## src/rtl/core/eds_pkg.sv

```systemverilog
// Package for the explicit diffusion stencil row block.
// Holds the configuration register indexes, datapath widths, the result-queue
// write request type and the saturation function. No dependencies.
package eds_pkg;

    localparam int DATA_W = 32;
    localparam int TERM_W = 44;
    localparam int PROD_W = 68;
    localparam int SUM_W  = 46;
    localparam int COEF_FRAC = 24;

    localparam logic [1:0] CFG_STEP_TAU       = 2'd0;
    localparam logic [1:0] CFG_COEF_DIFFUSION = 2'd1;
    localparam logic [1:0] CFG_COEF_ADVECTION = 2'd2;
    localparam logic [1:0] CFG_COEF_EDGE      = 2'd3;

    localparam logic [DATA_W-1:0] COEF_DIFFUSION_RST = 32'h0040_0000;

    typedef struct packed {
        logic              wr0;
        logic              wr1;
        logic [DATA_W-1:0] val0;
        logic [DATA_W-1:0] val1;
        logic              end0;
        logic              end1;
    } eds_wr_t;

    function automatic logic signed [DATA_W-1:0] sat_data(input logic signed [SUM_W-1:0] v);
        logic signed [DATA_W-1:0] r;
        if ((&v[SUM_W-1:DATA_W-1]) || !(|v[SUM_W-1:DATA_W-1])) begin
            r = v[DATA_W-1:0];
        end
        else if (v[SUM_W-1]) begin
            r = {1'b1, {(DATA_W-1){1'b0}}};
        end
        else begin
            r = {1'b0, {(DATA_W-1){1'b1}}};
        end
        return r;
    endfunction

endpackage

```

## src/rtl/core/eds_outq.sv

```systemverilog
// Result queue of the stencil row block: takes up to two requests per cycle
// and hands them out one per cycle on the output channel while out_stall is low.
// Depends on eds_pkg for the write request type.
module eds_outq
    import eds_pkg::*;
#(
    parameter int DEPTH = 8
)
(
    input  logic                          clk,
    input  logic                          rst_n,
    input  eds_wr_t                       wr,
    input  logic                          out_stall,
    output logic                          out_valid,
    output logic signed [DATA_W-1:0]      new_value,
    output logic                          row_end,
    output logic [$clog2(DEPTH+1)-1:0]    count
);

    localparam int PTR_W = $clog2(DEPTH);
    localparam int CNT_W = $clog2(DEPTH+1);

    logic [DATA_W-1:0] value_mem [DEPTH];
    logic              end_mem   [DEPTH];

    logic [PTR_W-1:0] wr_ptr_reg, wr_ptr_next;
    logic [PTR_W-1:0] rd_ptr_reg, rd_ptr_next;
    logic [CNT_W-1:0] count_reg, count_next;
    logic [PTR_W-1:0] wr_ptr_plus1;
    logic [1:0]       n_wr;
    logic             rd;

    assign wr_ptr_plus1 = PTR_W'(wr_ptr_reg + 1'b1);
    assign n_wr = {1'b0, wr.wr0} + {1'b0, wr.wr1};
    assign rd = out_valid && !out_stall;

    assign out_valid = (count_reg != '0);
    assign new_value = value_mem[rd_ptr_reg];
    assign row_end   = end_mem[rd_ptr_reg];
    assign count     = count_reg;

    always_comb
    begin
        wr_ptr_next = PTR_W'(wr_ptr_reg + PTR_W'(n_wr));
        rd_ptr_next = rd ? PTR_W'(rd_ptr_reg + 1'b1) : rd_ptr_reg;
        count_next  = CNT_W'(count_reg + CNT_W'(n_wr) - CNT_W'(rd));
    end

    always_ff @(posedge clk or negedge rst_n)
    begin
        if (!rst_n)
        begin
            wr_ptr_reg <= '0;
            rd_ptr_reg <= '0;
            count_reg  <= '0;
        end
        else
        begin
            wr_ptr_reg <= wr_ptr_next;
            rd_ptr_reg <= rd_ptr_next;
            count_reg  <= count_next;
        end
    end

    always_ff @(posedge clk)
    begin
        if (wr.wr0)
        begin
            value_mem[wr_ptr_reg] <= wr.val0;
            end_mem[wr_ptr_reg]   <= wr.end0;
        end
        if (wr.wr1)
        begin
            value_mem[wr_ptr_plus1] <= wr.val1;
            end_mem[wr_ptr_plus1]   <= wr.end1;
        end
    end

endmodule
```

## config.mk

```make
export PLATFORM = sky130hd
export DESIGN_NAME = eds_outq
export DESIGN_NICKNAME = d
export VERILOG_FILES = /design/src/rtl/core/eds_pkg.sv /design/src/rtl/core/eds_outq.sv
export SDC_FILE = /design/constraint.sdc
export NUM_CORES = 1
export LEC_CHECK = 0
export BUFFER_PORTS_ARGS = -buffer_cell sky130_fd_sc_hd__buf_2
export CELL_PAD_IN_SITES_DETAIL_PLACEMENT = 1
export CELL_PAD_IN_SITES_GLOBAL_PLACEMENT = 1
export CORE_ASPECT_RATIO = 1.4
export CORE_MARGIN = 3
export CORE_UTILIZATION = 45
export CTS_CLUSTER_DIAMETER = 60
export DETAILED_ROUTE_END_ITERATION = 8
export MAX_ROUTING_LAYER = met4
export PLACE_DENSITY_LB_ADDON = 0.1
export SYNTH_ARGS = -nofsm -noshare
export SYNTH_HDL_FRONTEND = slang
export SYNTH_SLANG_ARGS = --single-unit
```

## constraint.sdc

```tcl
create_clock -name clk -period 4.25 [get_ports clk]
set_input_delay 0.2125 -clock clk [delete_from_list [all_inputs] [get_ports clk]]
set_output_delay 0.2125 -clock clk [all_outputs]
set_load 0.03 [all_outputs]
```

==> impl_metrics.ini, run 1 <==
[die]
dieArea_mm2 = 0.0326
core-area_mm2 = 0.0300
boundaryPins = 109
dieHeight_um = 212
initial_core_util_pct = 45.6
row_count = 75
die_x_um = 153

[layout]
nets = 944
drive_above_1_share_pct = 63.0
final_cell_mix = 298 x mux2_2, 264 x edfxtp_1, 108 x buf_2, 66 x mux4_2, 31 x clkbuf_16
largest_reg_flops = 256
n_antenna_cell = 0
final_common_cell = mux2_2
area_delta_synth_final_pct = 15.1

[sta]
hold_slack_ns = 0.0460
grt_setup_unrepaired = no
hold_violations = 0
timing.setup.tns_ns = 0
post-route-period-util_pct = 75.2
fin_crit_ns = 3.20
worst_pin_slew_ns = 1.23
slew_violations = 0
max_freq_mhz = 313
setup_violations = 0
slew_headroom_pct = 17.9
skew_ns = 0.00625

[cts]
cts_inserted_buffers = 30
clk_latency_ns = 0.56
root_buffer = clkbuf_16
ctsHoldBuffers = 2
cts_setup_buffers = 0
clkTransAtPathRegs_ns = 0.06
cts-htree-levels = 1
clock_path_buffers = 3
cts.sinks = 274
ctsResizeCount = 0
cts_tree = yes

[critical_path]
cp.arrival_ns = 2.98
critPathMaxFanout = 32
cp.required_ns = 4.04
cp-end-kind = output port
worstSetupStartpointType = register
worst-setup-path-type = reg -> out
ff2ff_setup_slack_ns = 1.15

[synth]
yosys_warnings = 0
yosysSeqAreaShare_pct = 59.7
syn_inst = 743
synth-seq-cells = 274
yosysUniqueCellTypes = 28
synth_area_per_cell_um2 = 18.4
syn-num-nets = 826
syn-cell-area_mm2 = 0.0137

[power_and_ir_drop]
power.density_mw_per_mm2 = 793
ir_drop_uv = 465
leakagePower_nw = 5.35

[drt]
drtIter0Drc = 335
via_per_inst = 5.82
num_vias = 7385
ant_nets = 0
drt_wl_total_um = 35000
firstDrtPassIters = 4
wl_per_cell_um = 27.6
route.detailed.drc = 0

[worst_hold_path]
min_path_type = in -> async

[global_routing]
grt_max_degree = 53
grt_pass1_wl_um = 54000
grt_pass1_vias = 8538
grt_remaining_overflow = 0
grt.total_usage_pct = 22.5
antenna_found_initial = 0

[placement]
gp_congestion = 0.750
post-dp-hpwl_um = 21300
io_buffer_count = 108

[flow_run]
maxCapViolations = 0

[run_status]
status = finished clean
[metal layers]
layer	track usage, %	up-vias	part of all wire [%]
met3	2.26	51	3.3
met2	42.4	133	57
met5	-	-	0
met4	5.12	0	1.8
li1	-	3261	-
met1	25.8	3940	38
[worst max-delay path, stage by stage (launching register included)]
cell,delay [ns]
dfrtp_4,0.88
buf_4,0.46
mux4_2,0.56
mux2_2,0.30
buf_2,0.18
[final timing paths]
kind / start / end / depth (start not counted)
min: rst_n / rd_ptr_reg[2] / 2
max: rd_ptr_reg[0] / new_value[14] / 4
max in group asynchronous: rst_n / rd_ptr_reg[0] / 2
min in group clk: wr[67] / wr_ptr_reg[0] / 3
min reg2reg: count[0] / count[0] / 1
max reg2reg: wr_ptr_reg[0] / value_mem[6][19] / 5
[cells by family (layout without fill, tap and decap cells)]
family | Yosys count | count (layout) | share of synthesized area [%]
flip-flops | 274 | 274 | 59.7
adder cells (fa/ha/maj) | 12 | 12 | 1.21
multiplexers | 364 | 364 | 35.3
AND/OR/NAND/NOR | 24 | 24 | 1.02
XOR/XNOR | 7 | 7 | 0.557
AO/OA/AOI/OAI | 8 | 8 | 0.347
buffers and inverters | 54 | 194 | 1.87
[cell type report]
| class | count | area [um2] |
|---|---|---|
| clock buffers | 35 | 791 |
| fillers | 2800 | 14300 |
| flip-flops and latches | 274 | 8180 |
| inverters | 10 | 37.5 |
| multi-input cells | 415 | 5390 |
| repair buffers | 130 | 723 |
| clock inverters | 19 | 168 |
| well taps | 385 | 482 |
[metrics by stage]
step                std cells  setup slack [ns]  power [W]  instance area [um2]  utilization [%]
detailed placement       1212              1.12     0.0101                14800             49.3
CTS                      1268             0.941     0.0127                15800             52.5
global route             1268             0.857     0.0131                15800             52.5
floorplan                 743             0.730    0.00828                13700                -
finish                   1268              1.05     0.0125                15800             52.5
global placement         1212              1.31    0.00990                14800             49.3
[power breakdown]
group          internal [W]  switching, W  total [W]
clock network       0.00150       0.00108    0.00258
registers           0.00419      0.000475    0.00467
logic               0.00223       0.00302    0.00526
[synthesized netlist by cell type (all sizes together)]
cell,n,area (um2)
a21o,1,7.51
a21oi,1,5.00
buf,34,181
clkbuf,10,37.5
dfrtp,10,250
edfxtp,264,7930
fa,2,40.0
ha,10,125
inv,10,37.5
mux2,298,3360
mux4,66,1490
nand2,5,18.8
nand2b,3,18.8
nand3,1,5.00
nand3b,1,7.51
nor2,5,18.8
nor3,4,36.3
nor3b,3,22.5
o21ai,2,10.0
o22ai,4,25.0
or2,2,12.5
xnor2,1,16.3
xor2,6,60.1
No activity file was read; power rests on OpenSTA's default activity.
==> run 2: changes to the inputs <==
Clock period 4.25 ns to 2.9 ns, I/O delays scaled along.
==> run 2 against run 1 <==
  * Core utilization increased by 2.8 points
  * Sequential cell count unchanged
  * Register-to-register slack got worse by 1.1 ns
  * Clock power increased by 36%
  * Design area increased by 5.3%
  * Routed wire length increased by 4.1%
  * Final cell count increased by 6.2%
  * Via count increased by 5.6%
  * Clock skew increased by 0.0059 ns
  * Critical path depth increased by 2
  * Sequential share of layout area decreased by 2.6 points
==> impl_metrics.ini, run 2 (synthesis results as in run 1) <==
[sta]
grt_setup_unrepaired = no
fin_crit_ns = 2.81
slew_violations = 0
slew_headroom_pct = 19.7
timing.setup.tns_ns = 0
skew_ns = 0.0121
hold_violations = 0
max_freq_mhz = 356
setup_violations = 0
hold_slack_ns = 0.0270
post-route-period-util_pct = 96.8
worst_pin_slew_ns = 1.21

[worst_hold_path]
hold_start = wr[40]
min_path_type = in -> reg

[critical_path]
cp.arrival_ns = 3.11
worstSetupStartpointType = register
cp-end-kind = register
r2r_start = wr_ptr_reg[1]
critPathMaxFanout = 34
crit_start = wr_ptr_reg[1]
cp.required_ns = 3.20
worst-setup-path-type = reg -> reg

[run_status]
status = finished clean

[power_and_ir_drop]
ir_drop_uv = 694
leakagePower_nw = 5.70
power.density_mw_per_mm2 = 1120
finalPower_w = 0.0186

[drt]
drt_wl_total_um = 36400
num_vias = 7795
route.detailed.drc = 0
wl_per_cell_um = 27.0
drtIter0Drc = 356
ant_nets = 0
firstDrtPassIters = 4
via_per_inst = 5.79

[cts]
cts-htree-levels = 1
root_buffer = clkbuf_16
clk_latency_ns = 0.55
cts.sinks = 274
cts_tree = yes
cts_inserted_buffers = 28
cts_setup_buffers = 0
clock_path_buffers = 3
clkTransAtPathRegs_ns = 0.06

[placement]
gp_congestion = 0.733
post-dp-hpwl_um = 22600
io_buffer_count = 108
dpl.cell_count = 1230

[global_routing]
grt_pass1_vias = 9039
grt_remaining_overflow = 0
grt_max_degree = 46
grt_pass1_wl_um = 55500
antenna_found_initial = 0
grt.total_usage_pct = 23.2

[layout]
final_core_util_pct = 55.3
final_cells = 1347
drive_above_1_share_pct = 59.4
largest_reg_flops = 256
final_common_cell = mux2_2
n_antenna_cell = 0
nets = 1023
n_fill_cell = 2732
final_cell_mix = 298 x mux2_2, 264 x edfxtp_1, 108 x buf_2, 66 x mux4_2, 65 x dlygate4sd3_1
area_delta_synth_final_pct = 21.2

[die]
core-area_mm2 = 0.0300
initial_core_util_pct = 45.6
die_x_um = 153
boundaryPins = 109
dieHeight_um = 212
row_count = 75
dieArea_mm2 = 0.0326

[flow_run]
maxCapViolations = 0
run 2: worst paths after layout:
| path | slack (ns) | to | cells past startpoint |
|---|---|---|---|
| setup / recovery | 0.09 | value_mem[1][23] | 6 |
| hold / removal | 0.03 | value_mem[0][6] | 2 |
| setup reg to reg | 0.09 | value_mem[1][23] | 6 |
| hold reg to reg | 0.55 | count[0] | 1 |
| max in group asynchronous | 1.39 | wr_ptr_reg[0] | 4 |
| min in group asynchronous | 0.48 | rd_ptr_reg[1] | 3 |
run 2: timing repair:
item	4_1_cts	5_1_grt
gates resized for setup	0	3
hold endpoints to repair	191	0
hold buffers	65	0
setup endpoints to repair	0	7
run 2: cell type report:
type	count	area (um2)	share of cell area, %
flip-flops and latches	274	8190	49.3
clock buffers	38	759	4.57
multi-input cells	415	5400	32.5
repair buffers	211	1630	9.79
inverters	10	37.5	0.226
well taps	385	482	2.90
clock inverters	14	118	0.708
run 2: per-stage QoR:
step	instance area [um2]	setup WS [ns]
2_1_floorplan	13700	-0.164
3_3_place_gp	15100	0.441
3_5_place_dp	15100	0.336
4_1_cts	16600	0.0119
5_1_grt	16600	0.0197
6_report	16600	0.0925
run 2: metal layers:
| metal | part of all wire [%] | up-vias | wire length [um] | track usage [%] |
|---|---|---|---|---|
| met3 | 3.0 | 50 | 1080 | 2.12 |
| met1 | 38 | 4161 | 14000 | 26.8 |
| met5 | 0 | - | 0 | - |
| li1 | - | 3422 | - | - |
| met2 | 56 | 162 | 20500 | 43.2 |
| met4 | 2.3 | 0 | 831 | 6.34 |
run 2: critical path, stage by stage (launching register included):
cell and delay, ns:
dfrtp_1 0.49, ha_2 0.39, nor3b_1 0.42, nand2_2 0.15, buf_12 0.24, mux2_2 0.30
dlygate4sd3_1 0.55
run 2: power by group:
part | internal, W | total, W | switching, W
logic | 0.00369 | 0.00841 | 0.00472
clock network | 0.00201 | 0.00350 | 0.00150
registers | 0.00612 | 0.00672 | 0.000599
total | 0.0118 | 0.0186 | 0.00681
